## config.mk

```make
export PLATFORM = sky130hd
export DESIGN_NAME = round_robin_poll_scheduler_flat
export DESIGN_NICKNAME = d
export VERILOG_FILES = /design/src/rtl/rrps_pkg.sv /design/src/rtl/rrps_in_if.sv /design/src/rtl/rrps_out_if.sv /design/src/rtl/round_robin_poll_scheduler.sv /design/src/flat_wrapper.sv
export VERILOG_INCLUDE_DIRS = /design/src /design/src/rtl
export SDC_FILE = /design/constraint.sdc
export NUM_CORES = 2
export LEC_CHECK = 0
export BUFFER_PORTS_ARGS = -buffer_cell sky130_fd_sc_hd__buf_2
export CELL_PAD_IN_SITES_DETAIL_PLACEMENT = 1
export CELL_PAD_IN_SITES_GLOBAL_PLACEMENT = 1
export CORE_ASPECT_RATIO = 0.5
export CORE_MARGIN = 3
export CORE_UTILIZATION = 30
export DETAILED_ROUTE_END_ITERATION = 10
export GPL_TIMING_DRIVEN = 0
export PLACE_DENSITY_LB_ADDON = 0.3
export SYNTH_ARGS = -nofsm -noshare
export SYNTH_HDL_FRONTEND = slang
export SYNTH_SLANG_ARGS = --single-unit
```

## constraint.sdc

```tcl
create_clock -name clk -period 12.6 [get_ports clk]
set_clock_uncertainty 0.15 [all_clocks]
set_input_delay 2.52 -clock clk [delete_from_list [all_inputs] [get_ports clk]]
set_output_delay 2.52 -clock clk [all_outputs]
set_load 0.02 [all_outputs]
```

## src/rtl/assert_macros.svh

```systemverilog
// Assertion helpers used by the RTL
`ifndef ASSERT_MACROS_SVH
`define ASSERT_MACROS_SVH

// same-cycle implication, checked out of reset
`define ASSERT_IMP(label, clk, rst_n, ante, cons) \
  label: assert property (@(posedge clk) disable iff (!rst_n) (ante) |-> (cons)) \
    else $error("assertion failed");

// next-cycle implication, checked out of reset
`define ASSERT_NXT(label, clk, rst_n, ante, cons) \
  label: assert property (@(posedge clk) disable iff (!rst_n) (ante) |=> (cons)) \
    else $error("assertion failed");

`endif

```

## src/rtl/rrps_pkg.sv

```systemverilog
package rrps_pkg;

  localparam int MAX_BEACONS_DEF = 16;
  localparam int TIME_BITS_DEF   = 48;

  localparam int ID_W    = 4;
  localparam int ID_MAX  = 15;
  localparam int NUM_IDS = ID_MAX + 1;
  localparam int EV_W    = 3;
  localparam int CFG_DW  = 64;
  localparam int CFG_AW  = 6;

  typedef enum logic [1:0] {
    CMD_TICK = 2'd0,
    CMD_RX   = 2'd1,
    CMD_DRV  = 2'd2,
    CMD_HB   = 2'd3
  } cmd_t;

  typedef enum logic [EV_W-1:0] {
    EV_NONE    = 3'd0,
    EV_POLL    = 3'd1,
    EV_ACCEPT  = 3'd2,
    EV_NODE_TO = 3'd3,
    EV_DRV_TO  = 3'd4,
    EV_BAD     = 3'd5,
    EV_SKIP    = 3'd6
  } ev_t;

  typedef enum logic [2:0] {
    REG_ORDER_TABLE = 3'd0,
    REG_ORDER_COUNT = 3'd1,
    REG_POLL_PERIOD = 3'd2,
    REG_RESP_TO     = 3'd3,
    REG_DIRECT_TO   = 3'd4,
    REG_EN_DIRECT   = 3'd5,
    REG_EN_ACOUSTIC = 3'd6,
    REG_RTO_CODE    = 3'd7
  } reg_idx_t;

  localparam logic [31:0] PERIOD_RST = 32'd100;
  localparam logic [31:0] RESP_TO_RST = 32'd100;
  localparam logic [31:0] DIRECT_TO_RST = 32'd100;

  typedef struct packed {
    logic [EV_W-1:0] ev;
    logic [ID_W-1:0] beacon;
    logic            last;
  } res_t;

endpackage

```

## src/rtl/rrps_in_if.sv

```systemverilog
interface rrps_in_if;
  import rrps_pkg::*;

  logic            valid;
  logic            ready;
  logic [1:0]      cmd;
  logic [ID_W-1:0] beacon;
  logic            for_us;
  logic            decode_ok;
  logic [7:0]      status_code;

  modport source (output valid, cmd, beacon, for_us, decode_ok, status_code,
                  input ready);
  modport sink   (input valid, cmd, beacon, for_us, decode_ok, status_code,
                  output ready);
endinterface

```

## src/rtl/rrps_out_if.sv

```systemverilog
interface rrps_out_if;
  import rrps_pkg::*;

  logic            valid;
  logic            ready;
  logic [EV_W-1:0] event_res;
  logic [ID_W-1:0] event_beacon;
  logic            last;

  modport source (output valid, event_res, event_beacon, last, input ready);
  modport sink   (input valid, event_res, event_beacon, last, output ready);
endinterface

```

## src/rtl/round_robin_poll_scheduler.sv

```systemverilog
// Round-robin status poller. Each accepted event word (tick, modem reception,
// driver update, heartbeat) is evaluated in the cycle it is taken and the
// state registers update at that edge, so an event can be accepted every
// cycle while in_ch.ready is high. An event produces zero, one or two result
// words, written into a four-entry output queue; in_ch.ready is high while
// the queue has room for two words. The result side drains one word per
// cycle while out_ch.ready is high, so the sustained rate is one event per
// cycle as long as the average stays at or below one result per event and
// the result side is not held. Configuration is over an APB-style port with
// 64-bit data, register i at byte address 8*i.
`include "assert_macros.svh"

module round_robin_poll_scheduler #(
  parameter int MAX_BEACONS = rrps_pkg::MAX_BEACONS_DEF,
  parameter int TIME_BITS   = rrps_pkg::TIME_BITS_DEF
) (
  input  logic                        clk,
  input  logic                        rst_n,
  rrps_in_if.sink                     in_ch,
  rrps_out_if.source                  out_ch,
  input  logic                        psel,
  input  logic                        penable,
  input  logic                        pwrite,
  input  logic [rrps_pkg::CFG_AW-1:0] paddr,
  input  logic [rrps_pkg::CFG_DW-1:0] pwdata,
  output logic [rrps_pkg::CFG_DW-1:0] prdata,
  output logic                        pready
);
  import rrps_pkg::*;

  localparam int TW = TIME_BITS;
  localparam int CW = (TW > 32) ? TW : 32;
  localparam logic [TW-1:0] TMAX = {TW{1'b1}};
  localparam logic [4:0] CNT_MAX = 5'(MAX_BEACONS);
  localparam int QD = 4;
  localparam int QP = $clog2(QD);

  // configuration
  logic [63:0] order_table_r;
  logic [4:0]  order_count_r;
  logic [31:0] period_r, resp_to_r, direct_to_r;
  logic        en_direct_r, en_acoustic_r;
  logic [7:0]  rto_code_r;

  // poller state
  logic [TW-1:0]   now_r, req_tick_r, next_poll_r;
  logic            awaiting_r;
  logic [ID_W-1:0] pending_r, oidx_r;
  logic [NUM_IDS-1:0] heard_r;
  logic [TW-1:0]   heard_tick_r [NUM_IDS];

  // output queue
  res_t          q_r [QD];
  logic [QP-1:0] wr_ptr_r, rd_ptr_r;
  logic [QP:0]   q_cnt_r, q_cnt_nxt;

  logic cfg_wr;
  reg_idx_t cfg_idx;

  assign pready  = 1'b1;
  assign cfg_wr  = psel && penable && pwrite;
  assign cfg_idx = reg_idx_t'(paddr[5:3]);

  always_comb begin
    case (cfg_idx)
      REG_ORDER_TABLE: prdata = order_table_r;
      REG_ORDER_COUNT: prdata = 64'(order_count_r);
      REG_POLL_PERIOD: prdata = 64'(period_r);
      REG_RESP_TO:     prdata = 64'(resp_to_r);
      REG_DIRECT_TO:   prdata = 64'(direct_to_r);
      REG_EN_DIRECT:   prdata = 64'(en_direct_r);
      REG_EN_ACOUSTIC: prdata = 64'(en_acoustic_r);
      REG_RTO_CODE:    prdata = 64'(rto_code_r);
      default:         prdata = '0;
    endcase
  end

  always_ff @(posedge clk) begin
    if (!rst_n) begin
      order_table_r <= '0;
      order_count_r <= '0;
      period_r      <= PERIOD_RST;
      resp_to_r     <= RESP_TO_RST;
      direct_to_r   <= DIRECT_TO_RST;
      en_direct_r   <= 1'b0;
      en_acoustic_r <= 1'b1;
      rto_code_r    <= '0;
    end else if (cfg_wr) begin
      case (cfg_idx)
        REG_ORDER_TABLE: order_table_r <= pwdata;
        REG_ORDER_COUNT: order_count_r <= pwdata[4:0];
        REG_POLL_PERIOD: period_r      <= pwdata[31:0];
        REG_RESP_TO:     resp_to_r     <= pwdata[31:0];
        REG_DIRECT_TO:   direct_to_r   <= pwdata[31:0];
        REG_EN_DIRECT:   en_direct_r   <= pwdata[0];
        REG_EN_ACOUSTIC: en_acoustic_r <= pwdata[0];
        REG_RTO_CODE:    rto_code_r    <= pwdata[7:0];
        default: ;
      endcase
    end
  end

  // ---------------------------------------------------------------------
  // event evaluation
  logic          accept;
  logic          is_tick;
  logic [TW-1:0] now_upd, age_req, room, sched, age_hb;
  logic          node_to, rx_hit, drv_hit, end_req;
  ev_t           end_ev;
  logic [4:0]    cnt;
  logic          poll_open, poll_go, link_up, skip, send;
  logic [ID_W-1:0] idx, idx_nxt, pb;
  logic          pres;
  res_t          r0, r1;
  logic [1:0]    n_res;

  assign accept  = in_ch.valid && in_ch.ready;
  assign is_tick = (in_ch.cmd == CMD_TICK);

  always_comb begin
    now_upd = (is_tick && now_r != TMAX) ? now_r + TW'(1) : now_r;
    age_req = now_upd - req_tick_r;
    node_to = is_tick && awaiting_r && (CW'(age_req) > CW'(resp_to_r));
    rx_hit  = (in_ch.cmd == CMD_RX) && awaiting_r && in_ch.for_us &&
              (in_ch.beacon == pending_r);
    drv_hit = (in_ch.cmd == CMD_DRV) && awaiting_r && (in_ch.beacon == pending_r) &&
              (in_ch.status_code == rto_code_r);
    end_req = node_to || rx_hit || drv_hit;
    if (node_to)
      end_ev = EV_NODE_TO;
    else if (drv_hit)
      end_ev = EV_DRV_TO;
    else if (in_ch.decode_ok)
      end_ev = EV_ACCEPT;
    else
      end_ev = EV_BAD;

    room  = TMAX - now_upd;
    sched = (CW'(period_r) > CW'(room)) ? TMAX : now_upd + TW'(period_r);

    cnt = (order_count_r > CNT_MAX) ? CNT_MAX : order_count_r;
    // right after a request ends, next_poll is now + period (saturated):
    // still closed unless the period is zero or the clock has saturated
    if (end_req)
      poll_open = (period_r == '0) || (now_upd == TMAX);
    else
      poll_open = is_tick && !awaiting_r && !(now_upd < next_poll_r);
    poll_go = poll_open && (cnt != '0);

    idx     = ({1'b0, oidx_r} < cnt) ? oidx_r : '0;
    idx_nxt = (({1'b0, idx} + 5'd1) >= cnt) ? '0 : idx + ID_W'(1);
    pb      = ID_W'(order_table_r >> {idx, 2'b00});
    age_hb  = now_upd - heard_tick_r[pb];
    link_up = heard_r[pb] && (CW'(age_hb) < CW'(direct_to_r));
    skip    = poll_go && en_direct_r && link_up;
    send    = poll_go && !skip && en_acoustic_r;
    pres    = skip || send;

    r0 = '0;
    r1 = '0;
    if (end_req) begin
      r0.ev     = end_ev;
      r0.beacon = pending_r;
      r0.last   = !pres;
      r1.ev     = skip ? EV_SKIP : EV_POLL;
      r1.beacon = pb;
      r1.last   = 1'b1;
      n_res     = pres ? 2'd2 : 2'd1;
    end else begin
      r0.ev     = skip ? EV_SKIP : EV_POLL;
      r0.beacon = pb;
      r0.last   = 1'b1;
      n_res     = pres ? 2'd1 : 2'd0;
    end
  end

  always_ff @(posedge clk) begin
    if (!rst_n) begin
      now_r       <= '0;
      req_tick_r  <= '0;
      next_poll_r <= '0;
      awaiting_r  <= 1'b0;
      pending_r   <= '0;
      oidx_r      <= '0;
      heard_r     <= '0;
    end else if (accept) begin
      now_r <= now_upd;
      if (send)
        awaiting_r <= 1'b1;
      else if (end_req)
        awaiting_r <= 1'b0;
      if (send) begin
        pending_r  <= pb;
        req_tick_r <= now_upd;
      end
      if (end_req || (poll_go && !send))
        next_poll_r <= sched;
      if (poll_go)
        oidx_r <= idx_nxt;
      if (in_ch.cmd == CMD_HB)
        heard_r[in_ch.beacon] <= 1'b1;
    end
  end

  always_ff @(posedge clk) begin
    if (accept && in_ch.cmd == CMD_HB)
      heard_tick_r[in_ch.beacon] <= now_r;
  end

  // ---------------------------------------------------------------------
  // result queue
  logic pop;
  logic [1:0] push_n;

  assign in_ch.ready = (q_cnt_r <= (QP+1)'(QD - 2));
  assign pop         = out_ch.valid && out_ch.ready;
  assign push_n      = accept ? n_res : 2'd0;
  assign q_cnt_nxt   = q_cnt_r + (QP+1)'(push_n) - (QP+1)'(pop);

  assign out_ch.valid        = (q_cnt_r != '0);
  assign out_ch.event_res    = q_r[rd_ptr_r].ev;
  assign out_ch.event_beacon = q_r[rd_ptr_r].beacon;
  assign out_ch.last         = q_r[rd_ptr_r].last;

  always_ff @(posedge clk) begin
    if (!rst_n) begin
      wr_ptr_r <= '0;
      rd_ptr_r <= '0;
      q_cnt_r  <= '0;
    end else begin
      wr_ptr_r <= wr_ptr_r + QP'(push_n);
      if (pop)
        rd_ptr_r <= rd_ptr_r + QP'(1);
      q_cnt_r <= q_cnt_nxt;
    end
  end

  always_ff @(posedge clk) begin
    if (push_n != 2'd0)
      q_r[wr_ptr_r] <= r0;
    if (push_n == 2'd2)
      q_r[wr_ptr_r + QP'(1)] <= r1;
  end

  // ---------------------------------------------------------------------
  logic hb_acc;

  assign hb_acc = accept && (in_ch.cmd == CMD_HB);

  `ASSERT_IMP(a_q_bound, clk, rst_n, 1'b1, q_cnt_r <= (QP+1)'(QD))
  `ASSERT_NXT(a_hb_sets_flag, clk, rst_n, hb_acc, heard_r[$past(in_ch.beacon)])
  `ASSERT_NXT(a_hb_keeps_req, clk, rst_n, hb_acc && awaiting_r, awaiting_r && $stable(pending_r))
  `ASSERT_NXT(a_clock_mono, clk, rst_n, accept, now_r >= $past(now_r))

endmodule

```

## src/flat_wrapper.sv

```systemverilog
// flat-port wrapper written by rule: the top's interface ports become plain ports
module round_robin_poll_scheduler_flat import rrps_pkg::*;
#(
  parameter int MAX_BEACONS = rrps_pkg::MAX_BEACONS_DEF,
  parameter int TIME_BITS   = rrps_pkg::TIME_BITS_DEF
)
  (clk, rst_n, psel, penable, pwrite, paddr, pwdata, prdata, pready, in_ch_valid, in_ch_cmd, in_ch_beacon, in_ch_for_us, in_ch_decode_ok, in_ch_status_code, in_ch_ready, out_ch_valid, out_ch_event_res, out_ch_event_beacon, out_ch_last, out_ch_ready);
  rrps_in_if in_ch_i ();
  rrps_out_if out_ch_i ();
  input  logic clk;
  input  logic rst_n;
  input  logic psel;
  input  logic penable;
  input  logic pwrite;
  input  logic [rrps_pkg::CFG_AW-1:0] paddr;
  input  logic [rrps_pkg::CFG_DW-1:0] pwdata;
  output logic [rrps_pkg::CFG_DW-1:0] prdata;
  output logic pready;
  input wire logic [$bits(in_ch_i.valid)-1:0] in_ch_valid;
  input wire logic [$bits(in_ch_i.cmd)-1:0] in_ch_cmd;
  input wire logic [$bits(in_ch_i.beacon)-1:0] in_ch_beacon;
  input wire logic [$bits(in_ch_i.for_us)-1:0] in_ch_for_us;
  input wire logic [$bits(in_ch_i.decode_ok)-1:0] in_ch_decode_ok;
  input wire logic [$bits(in_ch_i.status_code)-1:0] in_ch_status_code;
  output wire logic [$bits(in_ch_i.ready)-1:0] in_ch_ready;
  output wire logic [$bits(out_ch_i.valid)-1:0] out_ch_valid;
  output wire logic [$bits(out_ch_i.event_res)-1:0] out_ch_event_res;
  output wire logic [$bits(out_ch_i.event_beacon)-1:0] out_ch_event_beacon;
  output wire logic [$bits(out_ch_i.last)-1:0] out_ch_last;
  input wire logic [$bits(out_ch_i.ready)-1:0] out_ch_ready;
  assign in_ch_i.valid = in_ch_valid;
  assign in_ch_i.cmd = in_ch_cmd;
  assign in_ch_i.beacon = in_ch_beacon;
  assign in_ch_i.for_us = in_ch_for_us;
  assign in_ch_i.decode_ok = in_ch_decode_ok;
  assign in_ch_i.status_code = in_ch_status_code;
  assign in_ch_ready = in_ch_i.ready;
  assign out_ch_valid = out_ch_i.valid;
  assign out_ch_event_res = out_ch_i.event_res;
  assign out_ch_event_beacon = out_ch_i.event_beacon;
  assign out_ch_last = out_ch_i.last;
  assign out_ch_i.ready = out_ch_ready;
  round_robin_poll_scheduler #(.MAX_BEACONS(MAX_BEACONS), .TIME_BITS(TIME_BITS)) u_core (.clk(clk), .rst_n(rst_n), .in_ch(in_ch_i), .out_ch(out_ch_i), .psel(psel), .penable(penable), .pwrite(pwrite), .paddr(paddr), .pwdata(pwdata), .prdata(prdata), .pready(pready));
endmodule
```

==> flow_summary.yaml <==
logic_synthesis:
  synth.most_common_cell: "nand2_1"
  synthTopCellsByArea: "edfxtp_1 (40%), dfxtp_1 (12%), nand2_1 (8.3%), ha_1 (5.3%), a21oi_1 (3.8%)"
  postSynthNetCount: 6648
  synthCells: 6295
  yosysTopAreaCell: "edfxtp_1"
  synth_edf_count: 800
  synth.avg_cell_area_um2: 9.57
  synthFlopType: "edfxtp_1"
  synth_top_area_frac: 0.399
  async_flop_share: 0
  netlist_area_um2: 60200
  synth_top_cells_by_count: "nand2_1 (1327), edfxtp_1 (800), nor2_1 (475)"
  synth_cell_type_count: 110
  ys_warn_count: 0
  ys_ff_latch: 1153
  ys_seq_area_frac: 0.516
cells_and_area:
  synthToLayoutAreaGrowth_pct: 16.4
  finalNetCount: 6985
  drive_gt1_frac: 0.113
  fillCellCount: 22400
pwr:
  comb_power_share: 0.075
  leakagePower_nw: 26.1
  clkPwrFrac: 0.425
  seq_power_share: 0.500
  p_switching_mw: 2.04
  ir_drop_mv: 0.132
  swShare: 0.250
  p_per_area_nw_per_um2: 116
  p_total_mw: 8.16
  intPower_mw: 6.12
run:
  drv_cap: 2
global_route:
  grt_use_met1: 0.323
  grt_max_degree: 29
  grt_pass1_wl_mm: 350
  gr-usage-met3: 0.0307
  gr-usage-met2: 0.370
  grt_overflow_total: 0
  grt_pass1_vias: 50600
  antenna_found_initial: 18
  busiest_layer: "met2"
  grt.total_usage: 0.230
run_status:
  outcome: "complete, but fails checks"
  failed_checks: "max-capacitance violations, max-slew violations"
clock_tree:
  cts_tree: "built"
  clock_latency_ps: 790
  hold_buffers: 0
  cts_max_path_buffers: 3
  clk_pin_slew_ps: 70
  cts_num_sinks: 1153
  clock-root-buffer: "clkbuf_16"
  ctsHtreeMaxLevel: 3
  cts_buffers: 115
die:
  fp-row-count: 115
  die_width_um: 640
  fp.dieH_um: 323
  start_util: 0.304
  io_pins: 168
  dieArea_um2: 207000
  core_um2: 198000
critical_path:
  crit_path_end_kind: "flop"
  critPathRequiredTime_ps: 13090
  critPathLaunchType: "input pin"
  critPathMaxFanout: 10
  crit_path_top_delay_cell: "a221oi_2"
  arrival_ps: 12880
  path_class: "input pin to flop"
  rr_worst_depth: 49
  critPathMaxStageDelay_ps: 580
timing:
  relSlewSlack: -0.0647
  post-route-min-period_ps: 12390
  finalSetupViolCount: 0
  hold_viol: 0
  report.final.slew_viol_count: 10
  worst_pin_slew_ps: 1580
  holdWs_ps: 308
  period_share: 0.983
  max_freq_mhz: 80.7
placed_design:
  portBuffers: 160
  hpwl_mm: 188
  place.gp.congestion: 0.959
detailed_routing:
  postRouteAntennaNets: 0
  drtPass1Iterations: 6
  vias_per_cell: 5.43
  wire_per_inst_um: 26.1
  num_vias: 50800
  drt_wl_total_mm: 244
  drcViolationCount: 0
  drt_iter0_markers: 4648
worst_hold_path:
  hold_class: "flop to flop"
  whs_path_depth: 2
-- through the flow --
stage / setup TNS [ps] / instances / worst slack, ps / utilization / cell area (um^2)
after floorplan: 0 / 6295 / 1410 / - / 60200
after global placement: -350210 / 9087 / -3560 / 0.325 / 64300
after detailed placement: -326630 / 9137 / -3350 / 0.329 / 65200
after CTS: 0 / 9350 / 13.0 / 0.350 / 69400
after global routing: -84.6 / 9363 / -64.3 / 0.354 / 70100
final: 0 / 9368 / 211 / 0.354 / 70100
-- power by group through the flow --
stage	logic (mW)	registers (mW)	clock network, mW
6_report	0.612	4.08	3.47
5_1_grt	0.662	4.08	3.66
4_1_cts	0.607	4.08	3.52
3_5_place_dp	0.599	4.16	0
3_3_place_gp	0.588	4.16	0
2_1_floorplan	0.359	4.15	0
-- area by class of cell --
class,instances,area (um^2),area share
antenna,8,20.0,0.000285
buffer,362,1710,0.0244
clock buffer,156,3130,0.0446
clock inverter,57,537,0.00765
inverter,240,905,0.0129
multi-input combinational,4525,27700,0.395
sequential,1153,31100,0.444
tap,2632,3290,0.0470
timing repair buffer,235,1750,0.0249
-- worst max-delay path, delay by kind of cell --
family,cells,cell delay (ps)
simple gates,10,3460
compound gates,12,3320
fa+ha+maj,5,1680
buf+inv,5,980
xor+xnor,4,880
-- path summary, 6_finish.rpt --
kind	startpoint	endpoint	slack, ps
worst max-delay path	in_ch_cmd[1]	u_core.q_cnt_r[2]	210
worst min-delay path	u_core.req_tick_r[22]	u_core.req_tick_r[22]	310
worst max register to register	u_core.order_count_r[4]	u_core.q_cnt_r[2]	510
worst min register to register	u_core.req_tick_r[22]	u_core.req_tick_r[22]	310
-- what timing repair did --
action / in CTS / in global routing
setup buffers: 7 / 18
resized for setup: 176 / 187
setup endpoints to repair: 174 / 69
pin swaps: 11 / 28
-- kinds of logic after synthesis --
| logic type | count (synthesis) | synth area share |
|---|---|---|
| xor gates and xnor gates | 211 | 0.0314 |
| AOI/OAI and AO/OA | 1313 | 0.140 |
| muxes | 138 | 0.0250 |
| DFF | 1153 | 0.516 |
| adders and majority gates | 260 | 0.0545 |
| and+or+nand+nor | 2602 | 0.193 |
| other | 1 | 0.0000623 |
| buffers and inverters | 617 | 0.0403 |
-- flip-flops by register name (all words and copies together), names as in the netlist, 2 cells and up, named ones only --
register	count
u_core.heard_tick_r	768
u_core.order_table_r	64
u_core.next_poll_r	48
u_core.now_r	48
u_core.req_tick_r	48
u_core.direct_to_r	32
u_core.period_r	32
u_core.q_r	32
u_core.resp_to_r	32
u_core.heard_r	16
u_core.rto_code_r	8
u_core.order_count_r	5
u_core.oidx_r	4
u_core.pending_r	4
u_core.q_cnt_r	3
u_core.rd_ptr_r	2
u_core.wr_ptr_r	2
-- layer usage --
layer	share of wire	vias to the layer above	wire, um
met2	0.45	1502	110000
li1	-	23200	-
met4	0.030	2	7270
met1	0.45	25800	111000
met3	0.064	312	15700
met5	0.000053	-	13
-- placed cells by master (no fill, tap or decap), types with 22 or more instances in the layout --
| cell | synthesis | routed |
|---|---|---|
| nand2_1 | 1327 | 1323 |
| edfxtp_1 | 800 | 800 |
| nor2_1 | 475 | 455 |
| a21oi_1 | 458 | 449 |
| dfxtp_1 | 353 | 325 |
| nand3_1 | 265 | 265 |
| clkbuf_1 | 309 | 249 |
| ha_1 | 256 | 245 |
| o21ai_0 | 245 | 240 |
| inv_1 | 236 | 233 |
| buf_2 | 23 | 196 |
| and3_1 | 130 | 129 |
| mux2i_1 | 117 | 116 |
| clkbuf_16 | 0 | 116 |
| a311oi_1 | 115 | 114 |
| xnor2_1 | 123 | 112 |
| a21o_1 | 111 | 111 |
| o211ai_1 | 81 | 81 |
| xor2_1 | 84 | 76 |
| nand4_1 | 67 | 67 |
| nor3_1 | 63 | 56 |
| and2_1 | 56 | 54 |
| clkbuf_2 | 1 | 48 |
| or3_1 | 47 | 47 |
| buf_4 | 6 | 42 |
| nand2b_1 | 38 | 38 |
| buf_6 | 6 | 32 |
| a211oi_1 | 36 | 31 |
| o21a_1 | 28 | 28 |
| dfxtp_2 | 0 | 27 |
| o21bai_1 | 27 | 26 |
| o31ai_1 | 50 | 26 |
| clkinv_2 | 0 | 26 |
| nor4_1 | 26 | 23 |
| nor2b_1 | 22 | 22 |
| clkbuf_4 | 0 | 22 |
| buf_12 | 0 | 22 |
Power figures use the tool's default switching activity.
